`src/ppa_pkg.sv`:
```
// ----------------------------------------------------------------------------
// ppa_pkg
// Shared types for the patience pile assigner: controller commands and
// datapath status.
// ----------------------------------------------------------------------------
package ppa_pkg;

  // Commands from the controller to the datapath
  typedef struct packed {
    logic load;    // capture the incoming transaction and open the search
    logic step;    // run one binary search step
    logic commit;  // write the tail, update the count, load the result
  } ppa_cmd_t;

  // Status from the datapath to the controller
  typedef struct packed {
    logic start_empty;  // no piles to search for the incoming value
    logic step_done;    // this search step closes the range
  } ppa_sts_t;

endpackage

```
`src/ppa_ctrl.sv`:
```
// ----------------------------------------------------------------------------
// ppa_ctrl
// Controller: sequences load, binary search and commit of one transaction,
// and owns the valid flag of the result register.
// ----------------------------------------------------------------------------
module ppa_ctrl
  import ppa_pkg::*;
(
  input  logic     clk,
  input  logic     rst_n,
  input  logic     in_tvalid,
  output logic     in_tready,
  output logic     out_tvalid,
  input  logic     out_tready,
  input  ppa_sts_t sts,
  output ppa_cmd_t cmd
);

  localparam logic [1:0] S_IDLE   = 2'd0;
  localparam logic [1:0] S_SEARCH = 2'd1;
  localparam logic [1:0] S_FINISH = 2'd2;

  logic [1:0] state_r;
  logic [1:0] state_nxt;
  logic       out_tvalid_r;
  logic       out_tvalid_nxt;
  logic       slot_free;

  assign slot_free = !out_tvalid_r || out_tready;

  always_comb begin
    state_nxt  = state_r;
    cmd        = '0;
    in_tready  = 1'b0;
    case (state_r)
      S_IDLE: begin
        in_tready = 1'b1;
        if (in_tvalid) begin
          cmd.load  = 1'b1;
          state_nxt = sts.start_empty ? S_FINISH : S_SEARCH;
        end
      end
      S_SEARCH: begin
        cmd.step = 1'b1;
        if (sts.step_done) begin
          state_nxt = S_FINISH;
        end
      end
      S_FINISH: begin
        if (slot_free) begin
          cmd.commit = 1'b1;
          state_nxt  = S_IDLE;
        end
      end
      default: begin
        state_nxt = S_IDLE;
      end
    endcase
  end

  always_comb begin
    out_tvalid_nxt = out_tvalid_r;
    if (cmd.commit) begin
      out_tvalid_nxt = 1'b1;
    end else if (out_tready) begin
      out_tvalid_nxt = 1'b0;
    end
  end

  always_ff @(posedge clk) begin
    if (!rst_n) begin
      state_r      <= S_IDLE;
      out_tvalid_r <= 1'b0;
    end else begin
      state_r      <= state_nxt;
      out_tvalid_r <= out_tvalid_nxt;
    end
  end

  assign out_tvalid = out_tvalid_r;

endmodule

```
`config.mk`:
```
export PLATFORM = sky130hd
export DESIGN_NAME = ppa_ctrl
export DESIGN_NICKNAME = d
export VERILOG_FILES = /design/src/ppa_pkg.sv /design/src/ppa_ctrl.sv
export SDC_FILE = /design/constraint.sdc
export NUM_CORES = 1
export LEC_CHECK = 0
export ABC_AREA = 1
export BUFFER_PORTS_ARGS = -buffer_cell sky130_fd_sc_hd__buf_2
export CAP_MARGIN = 25
export CORE_AREA = 10 10 47 49
export DETAILED_ROUTE_END_ITERATION = 8
export DIE_AREA = 0 0 57 59
export SLEW_MARGIN = 25
export SYNTH_ARGS = -nofsm -noshare
export SYNTH_HDL_FRONTEND = slang
export SYNTH_SLANG_ARGS = --single-unit
```
`constraint.sdc`:
```
create_clock -name clk -period 1.26 [get_ports clk]
set_clock_uncertainty 0.05 [all_clocks]
set_input_delay 0.063 -clock clk [delete_from_list [all_inputs] [get_ports clk]]
set_output_delay 0.063 -clock clk [all_outputs]
set_load 0.02 [all_outputs]
```
==> results.md, run 1 <==
* Share of synthesized registers carrying an async set or reset at 0
* Endpoint of the worst hold path: out_tvalid$_SDFFE_PN0P_
* Cells resized by post-CTS repair at 0
* Standard-cell rows at 14
* CTS Hold Buffers Added at 0
* Final weighted congestion of routability-driven global placement at roughly 0.65
* Share of cells above drive strength 1 at 0.512
* Cells traversed along the worst timing path: inv_2 > nor3_1 > buf_2
* Result of the run: finished clean
* Number of clock buffers inserted by TritonCTS at 3
* Sequential cell area at between 60 and 70 µm²
* WL/cell at between 8 and 9 µm
* Worst Setup Start Kind: flip-flop
* Global-route total usage across every layer at 0.0337
* Number of antenna cells inserted at 0
* R2r endpoint: state_r[0]$_SDFFE_PN0P_
* Number of global-route vias before repair at about 210
* Total Power Consumption at 368 µW
* Netlist Area Pre-Place at approximately 190 µm²
* Syn Inst Count at 28
* Unrepaired setup endpoints after global routing: false
* Final number of max-transition violations at 0
* Data required time at the worst endpoint at about 1.2 ns
* Total via count after detailed routing at between 200 and 250
* Detail Route Antenna Nets at 0
* Antenna violations before repair at 0
* Highest clock rate at just under 0.9 GHz
* Placed Cells incl. Taps at 53
* Slew headroom at 0.842
* Count of TritonRoute iterations in the first routing pass at 3
* Pwr/cell area at around 1300 nW/µm²
* Die outline area at 3360 µm²
* Origin of the critical flop-to-flop path: state_r[1]$_SDFFE_PN0P_
* I/O pin count at 11
* Buffers added on ports at 10
* Number of distinct standard cells referenced by the synthesized netlist at 14
* Number of design-rule violations left by the first detailed-router iteration at 2
* Post-detailed-route via-to-cell ratio at 3.63
* Die X-Extent at 57 µm
* Final setup slack of the worst path at 0.119 ns
* Endpoints failing hold at 0
* Cell at the root of the clock tree: clkbuf_4
* Clock Tree Buf Depth at 2
* Num Clock Sinks at 3
* Placement Setup Slack at 0.326 ns
* Die Span Y at between 50 and 60 µm
* Worst r2r path cells at 5
* Post-synth EDFFs at 0
* Synth top area cells: dfxtp_1 (31%), inv_1 (9.7%), a21oi_2 (9.1%)
* Total of max-cap violations at 0
* Dominant synthesized flop cell: dfxtp_1
* Total Negative Setup Slacks at 0 ns
* Sequential cell area fraction in the yosys report at 0.312
* Post-route DRC at 0
* Area occupied by multi-input gates at slightly below 100 µm²
* Clk_lat worst skew at 0.23 ns
* Static leakage power at 0.151 nW
* Post-Synthesis Mean Instance Area at approximately 6.9 µm²
* Global-route wire length before repair at slightly below 800 µm
* Number of nets in the finished design at 48
* Total Routed Length at ~500 µm
* Starting density of the core at 0.138
* HPWL Detailed at approximately 430 µm
* H-tree lvl count at 1
* Number of synthesized register bits at 3
* VDD IR max at 0.000196 V
* Commonest cells in the synthesized netlist: inv_1 (5), nand2_1 (4), dfxtp_1 (3)
* Library cell occupying the most area in the post-synthesis netlist: dfxtp_1
* CTS tree: yes
* Setup-failing EPs final at 0
* Filler cells at 170
* Core box area at 1400 µm²
* Reg-to-reg setup timing slack at 0.34 ns
* Fin crit period at roughly 1.1 ns
* Post-CTS setup repair buffer count at 0
* Cell with the most instances after synthesis: inv_1
* Total congestion overflow after global routing at 0
* Cell depth of the worst min-delay path at 2
* Largest net degree at the start of global routing at 7
* CP Data Arrival Time at a little over 1 ns
* CP max-delay cell: dfxtp_1
* Growth of design area from synthesis to finish at 46.1%
* Portion of the clock cycle consumed by the worst path in the final layout at 0.906
* CP max stage delay at around 0.36 ns
* Start-to-end type of the worst setup path: reg2out
* Syn_nets at 34
* Number of warnings reported in the yosys synthesis log at 0
* Portion of synthesized cell area occupied by the leading cell type at 0.312
* Worst-Margin Slew at between 0.2 and 0.25 ns
* Beginning of the worst hold path: rst_n
* Final std cells w/o fill at 57
* Hold WC Path Type: in2reg
* Largest fanout on the critical path at 5
* Clock slew at the register clock pins of the worst setup and hold paths at 0.04 ns
* Kind of capture point of the worst setup path: primary output
-- critical path: cells and delay by family, from the launching register on --
| family | cells | cell delay [ns] |
|---|---|---|
| buffers and inverters | 2 | 0.27 |
| flip-flops | 1 | 0.36 |
| AND/OR/NAND/NOR | 1 | 0.17 |
-- state kept, by name (all words and copies together), names as in the netlist --
register,cells
state_r,2
out_tvalid,1
-- final cells by class --
type                    instances  area share
multi-input cells              17       0.351
flip-flops and latches          3       0.213
repair buffers                 10       0.178
clock buffers                   4      0.0933
inverters                       7      0.0933
well taps                      16      0.0711
-- power by group --
part           switching (mW)  internal [mW]  leakage (nW)
sequential            0.00814          0.103        0.0246
clock                  0.0483          0.119        0.0150
combinational          0.0562         0.0339         0.112
-- metrics by stage --
stage,hold slack (ns),cell area [µm²],util
final,0.0229,282,0.201
after floorplan,0.131,193,-
after global placement,0.260,255,0.182
after CTS,0.0179,282,0.201
after global routing,0.0332,282,0.201
after detailed placement,0.260,255,0.182
-- logic make-up after synthesis --
| logic type | Yosys count | synth area share |
|---|---|---|
| buffers and inverters | 8 | 0.175 |
| AO/OA/AOI/OAI | 3 | 0.130 |
| flip-flops | 3 | 0.312 |
| AND/OR/NAND/NOR | 14 | 0.383 |
-- layer usage --
layer / routed length [µm] / GRT usage
met1: 187 / 0.0225
met2: 186 / 0.0388
met3: 100 / 0.0279
met4: 27 / 0.0705
met5: 0 / 0
-- worst max-delay path by stage --
stage,startpoint,endpoint,slack (ns),cells past startpoint
final,state_r[1]$_SDFFE_PN0P_,cmd[0],0.12,3
after global routing,state_r[1]$_SDFFE_PN0P_,cmd[0],0.05,3
after CTS,state_r[1]$_SDFFE_PN0P_,cmd[0],0.11,3
after floorplan,out_tvalid$_SDFFE_PN0P_,state_r[0]$_SDFFE_PN0P_,0.26,5
after detailed placement,state_r[1]$_SDFFE_PN0P_,state_r[0]$_SDFFE_PN0P_,0.33,5
after global placement,state_r[0]$_SDFFE_PN0P_,state_r[1]$_SDFFE_PN0P_,0.35,3
-- cells in the final DEF (no fill, tap or decap) --
| master | instances |
|---|---|
| inv_1 | 5 |
| nand3_1 | 2 |
| nand2_2 | 2 |
| nor2_2 | 2 |
| clkinv_1 | 1 |
| dfxtp_1 | 3 |
| clkbuf_4 | 3 |
| o21a_1 | 1 |
| nor2_1 | 1 |
| nor3_1 | 2 |
| nand2_1 | 4 |
| nand3_2 | 1 |
| clkbuf_1 | 1 |
| a21oi_2 | 2 |
| buf_2 | 10 |
| inv_2 | 1 |
Power figures use the tool's default switching activity.
==> inputs of run 2 (changes only) <==
--- a/constraint.sdc
+++ b/constraint.sdc
@@ -4,2 +4,2 @@
 set_output_delay 0.063 -clock clk [all_outputs]
-set_load 0.02 [all_outputs]
+set_load 0.005 [all_outputs]
==> results.md, run 2 (synthesized netlist as in run 1, its figures left out) <==
* H-tree lvl count at 1
* Static leakage power at between 0.15 and 0.2 nW
* Family with the most delay on the worst path: flip-flops
* CP Data Arrival Time at 0.99 ns
* Worst Setup Start Kind: flip-flop
* Hold WC Path Type: in2reg
* Endpoints failing hold at 0
* WL/cell at just over 9 µm
* Most common cell after layout, fill and taps aside: buf_2
* VDD IR max at 0.000218 V
* Logic depth of the worst setup path including buffers at 3
* Reg-to-reg setup timing slack at roughly 0.34 ns
* Total Negative Setup Slacks at 0 ns
* Buffers added on ports at 10
* Utilization after layout at 0.201
* Total Routed Length at 519 µm
* Fin crit period at around 1.1 ns
* CTS tree: yes
* Filler cells at between 150 and 200
* Post-detailed-route via-to-cell ratio at about 3.7
* Unrepaired setup endpoints after global routing: false
* Portion of the clock cycle consumed by the worst path in the final layout at 0.875
* Antenna violations before repair at 0
* Cells resized by post-CTS repair at 0
* Final std cells w/o fill at 57
* Origin of the worst setup path: state_r[1]$_SDFFE_PN0P_
* Number of clock buffers inserted by TritonCTS at 3
* Die outline area at ~3400 µm²
* CTS Hold Buffers Added at 0
* Final weighted congestion of routability-driven global placement at 0.591
* CP max-delay cell: dfxtp_1
* Growth of design area from synthesis to finish at 46.1%
* Origin of the critical flop-to-flop path: state_r[1]$_SDFFE_PN0P_
* Global-route wire length before repair at around 830 µm
* Post-route DRC at 0
* Share of cells above drive strength 1 at 0.512
* CP max stage delay at around 0.36 ns
* Largest fanout on the critical path at 5
* Die X-Extent at around 57 µm
* Register with the most flip-flops: state_r
* Total of max-cap violations at 0
* Number of nets in the finished design at 48
* Number of design-rule violations left by the first detailed-router iteration at 4
* Total congestion overflow after global routing at 0
* Cells traversed along the worst timing path: inv_2 > nor3_1 > buf_2
* Start-to-end type of the worst setup path: reg2out
* Die Span Y at approximately 59 µm
* Data required time at the worst endpoint at 1.15 ns
* Capture point of the worst path: cmd[0]
* Pwr/cell area at approximately 1200 nW/µm²
* Kind of capture point of the worst setup path: primary output
* Worst-Margin Slew at between 0.2 and 0.25 ns
* Worst r2r path cells at 5
* Clock slew at the register clock pins of the worst setup and hold paths at 0.04 ns
* Max FFs per register at 2
* Critical path buffer and inverter count at 2
* Number of global-route vias before repair at 198
* Most frequent cells in the layout: buf_2 (10), inv_1 (5), nand2_1 (4)
* Total via count after detailed routing at 210
* Clock Tree Buf Depth at 2
* Standard-cell rows at 14
* Number of antenna cells inserted at 0
* Post-CTS setup repair buffer count at 0
* Clk_lat worst skew at ~0.23 ns
* Detail Route Antenna Nets at 0
* Setup-failing EPs final at 0
* Placed Cells incl. Taps at 53
* Num Clock Sinks at 3
* Starting density of the core at 0.138
* Highest clock rate at 0.907 GHz
* Count of TritonRoute iterations in the first routing pass at 3
* Final number of max-transition violations at 0
* Core box area at 1400 µm²
* Largest net degree at the start of global routing at 7
* Global-route total usage across every layer at 0.0363
* Result of the run: finished clean
* R2r endpoint: state_r[0]$_SDFFE_PN0P_
* HPWL Detailed at about 420 µm
* Slew headroom at 0.846
* Cell at the root of the clock tree: clkbuf_4
* I/O pin count at 11
## run 2: cell counts in the layout (fill, tap and decap cells not counted)
Identical to the previous run, type by type.
## run 2: per-stage QoR
stage	power [mW]	cell area (µm²)	hold slack [ns]	worst slack, ns
floorplan	0.160	193	0.131	0.386
global placement	0.185	255	0.255	0.359
detailed placement	0.186	255	0.253	0.345
CTS	0.360	282	0.00793	0.150
global route	0.386	282	0.0146	0.0510
finish	0.351	282	0.0180	0.157
## run 2: worst register-to-register path, cell delays in order, from the launching register on
cell	delay, ns
dfxtp_1	0.36
inv_2	0.08
nor2_2	0.12
nand2_2	0.08
nand3_1	0.09
a21oi_2	0.03
## run 2: report_power, final
group	leakage (nW)	internal, mW	total, mW	switching [mW]
clock	0.0150	0.119	0.167	0.0488
combinational	0.112	0.0335	0.0730	0.0395
sequential	0.0246	0.103	0.111	0.00802
## run 2: metal layers
layer	vias to the layer above	track usage	part of all wire
li1	112	-	-
met1	85	0.0345	0.46
met2	11	0.0326	0.36
met3	2	0.0215	0.11
met4	0	0.0805	0.066
met5	-	0	0
## run 2: worst min-delay path by stage
stage	startpoint	end	slack, ns	cells after the start
CTS	rst_n	out_tvalid$_SDFFE_PN0P_	0.008	2
floorplan	rst_n	out_tvalid$_SDFFE_PN0P_	0.13	1
global route	rst_n	out_tvalid$_SDFFE_PN0P_	0.01	2
detailed placement	rst_n	out_tvalid$_SDFFE_PN0P_	0.25	2
finish	rst_n	out_tvalid$_SDFFE_PN0P_	0.02	2
global placement	rst_n	out_tvalid$_SDFFE_PN0P_	0.25	2
## run 2: final cells by class
cell class,instances,area (µm²),share of cell area
multi-input combinational,17,98.8,0.351
clock buffer,4,26.3,0.0933
timing repair buffer,10,50.0,0.178
sequential,3,60.1,0.213
tap,16,20.0,0.0711
inverter,7,26.3,0.0933
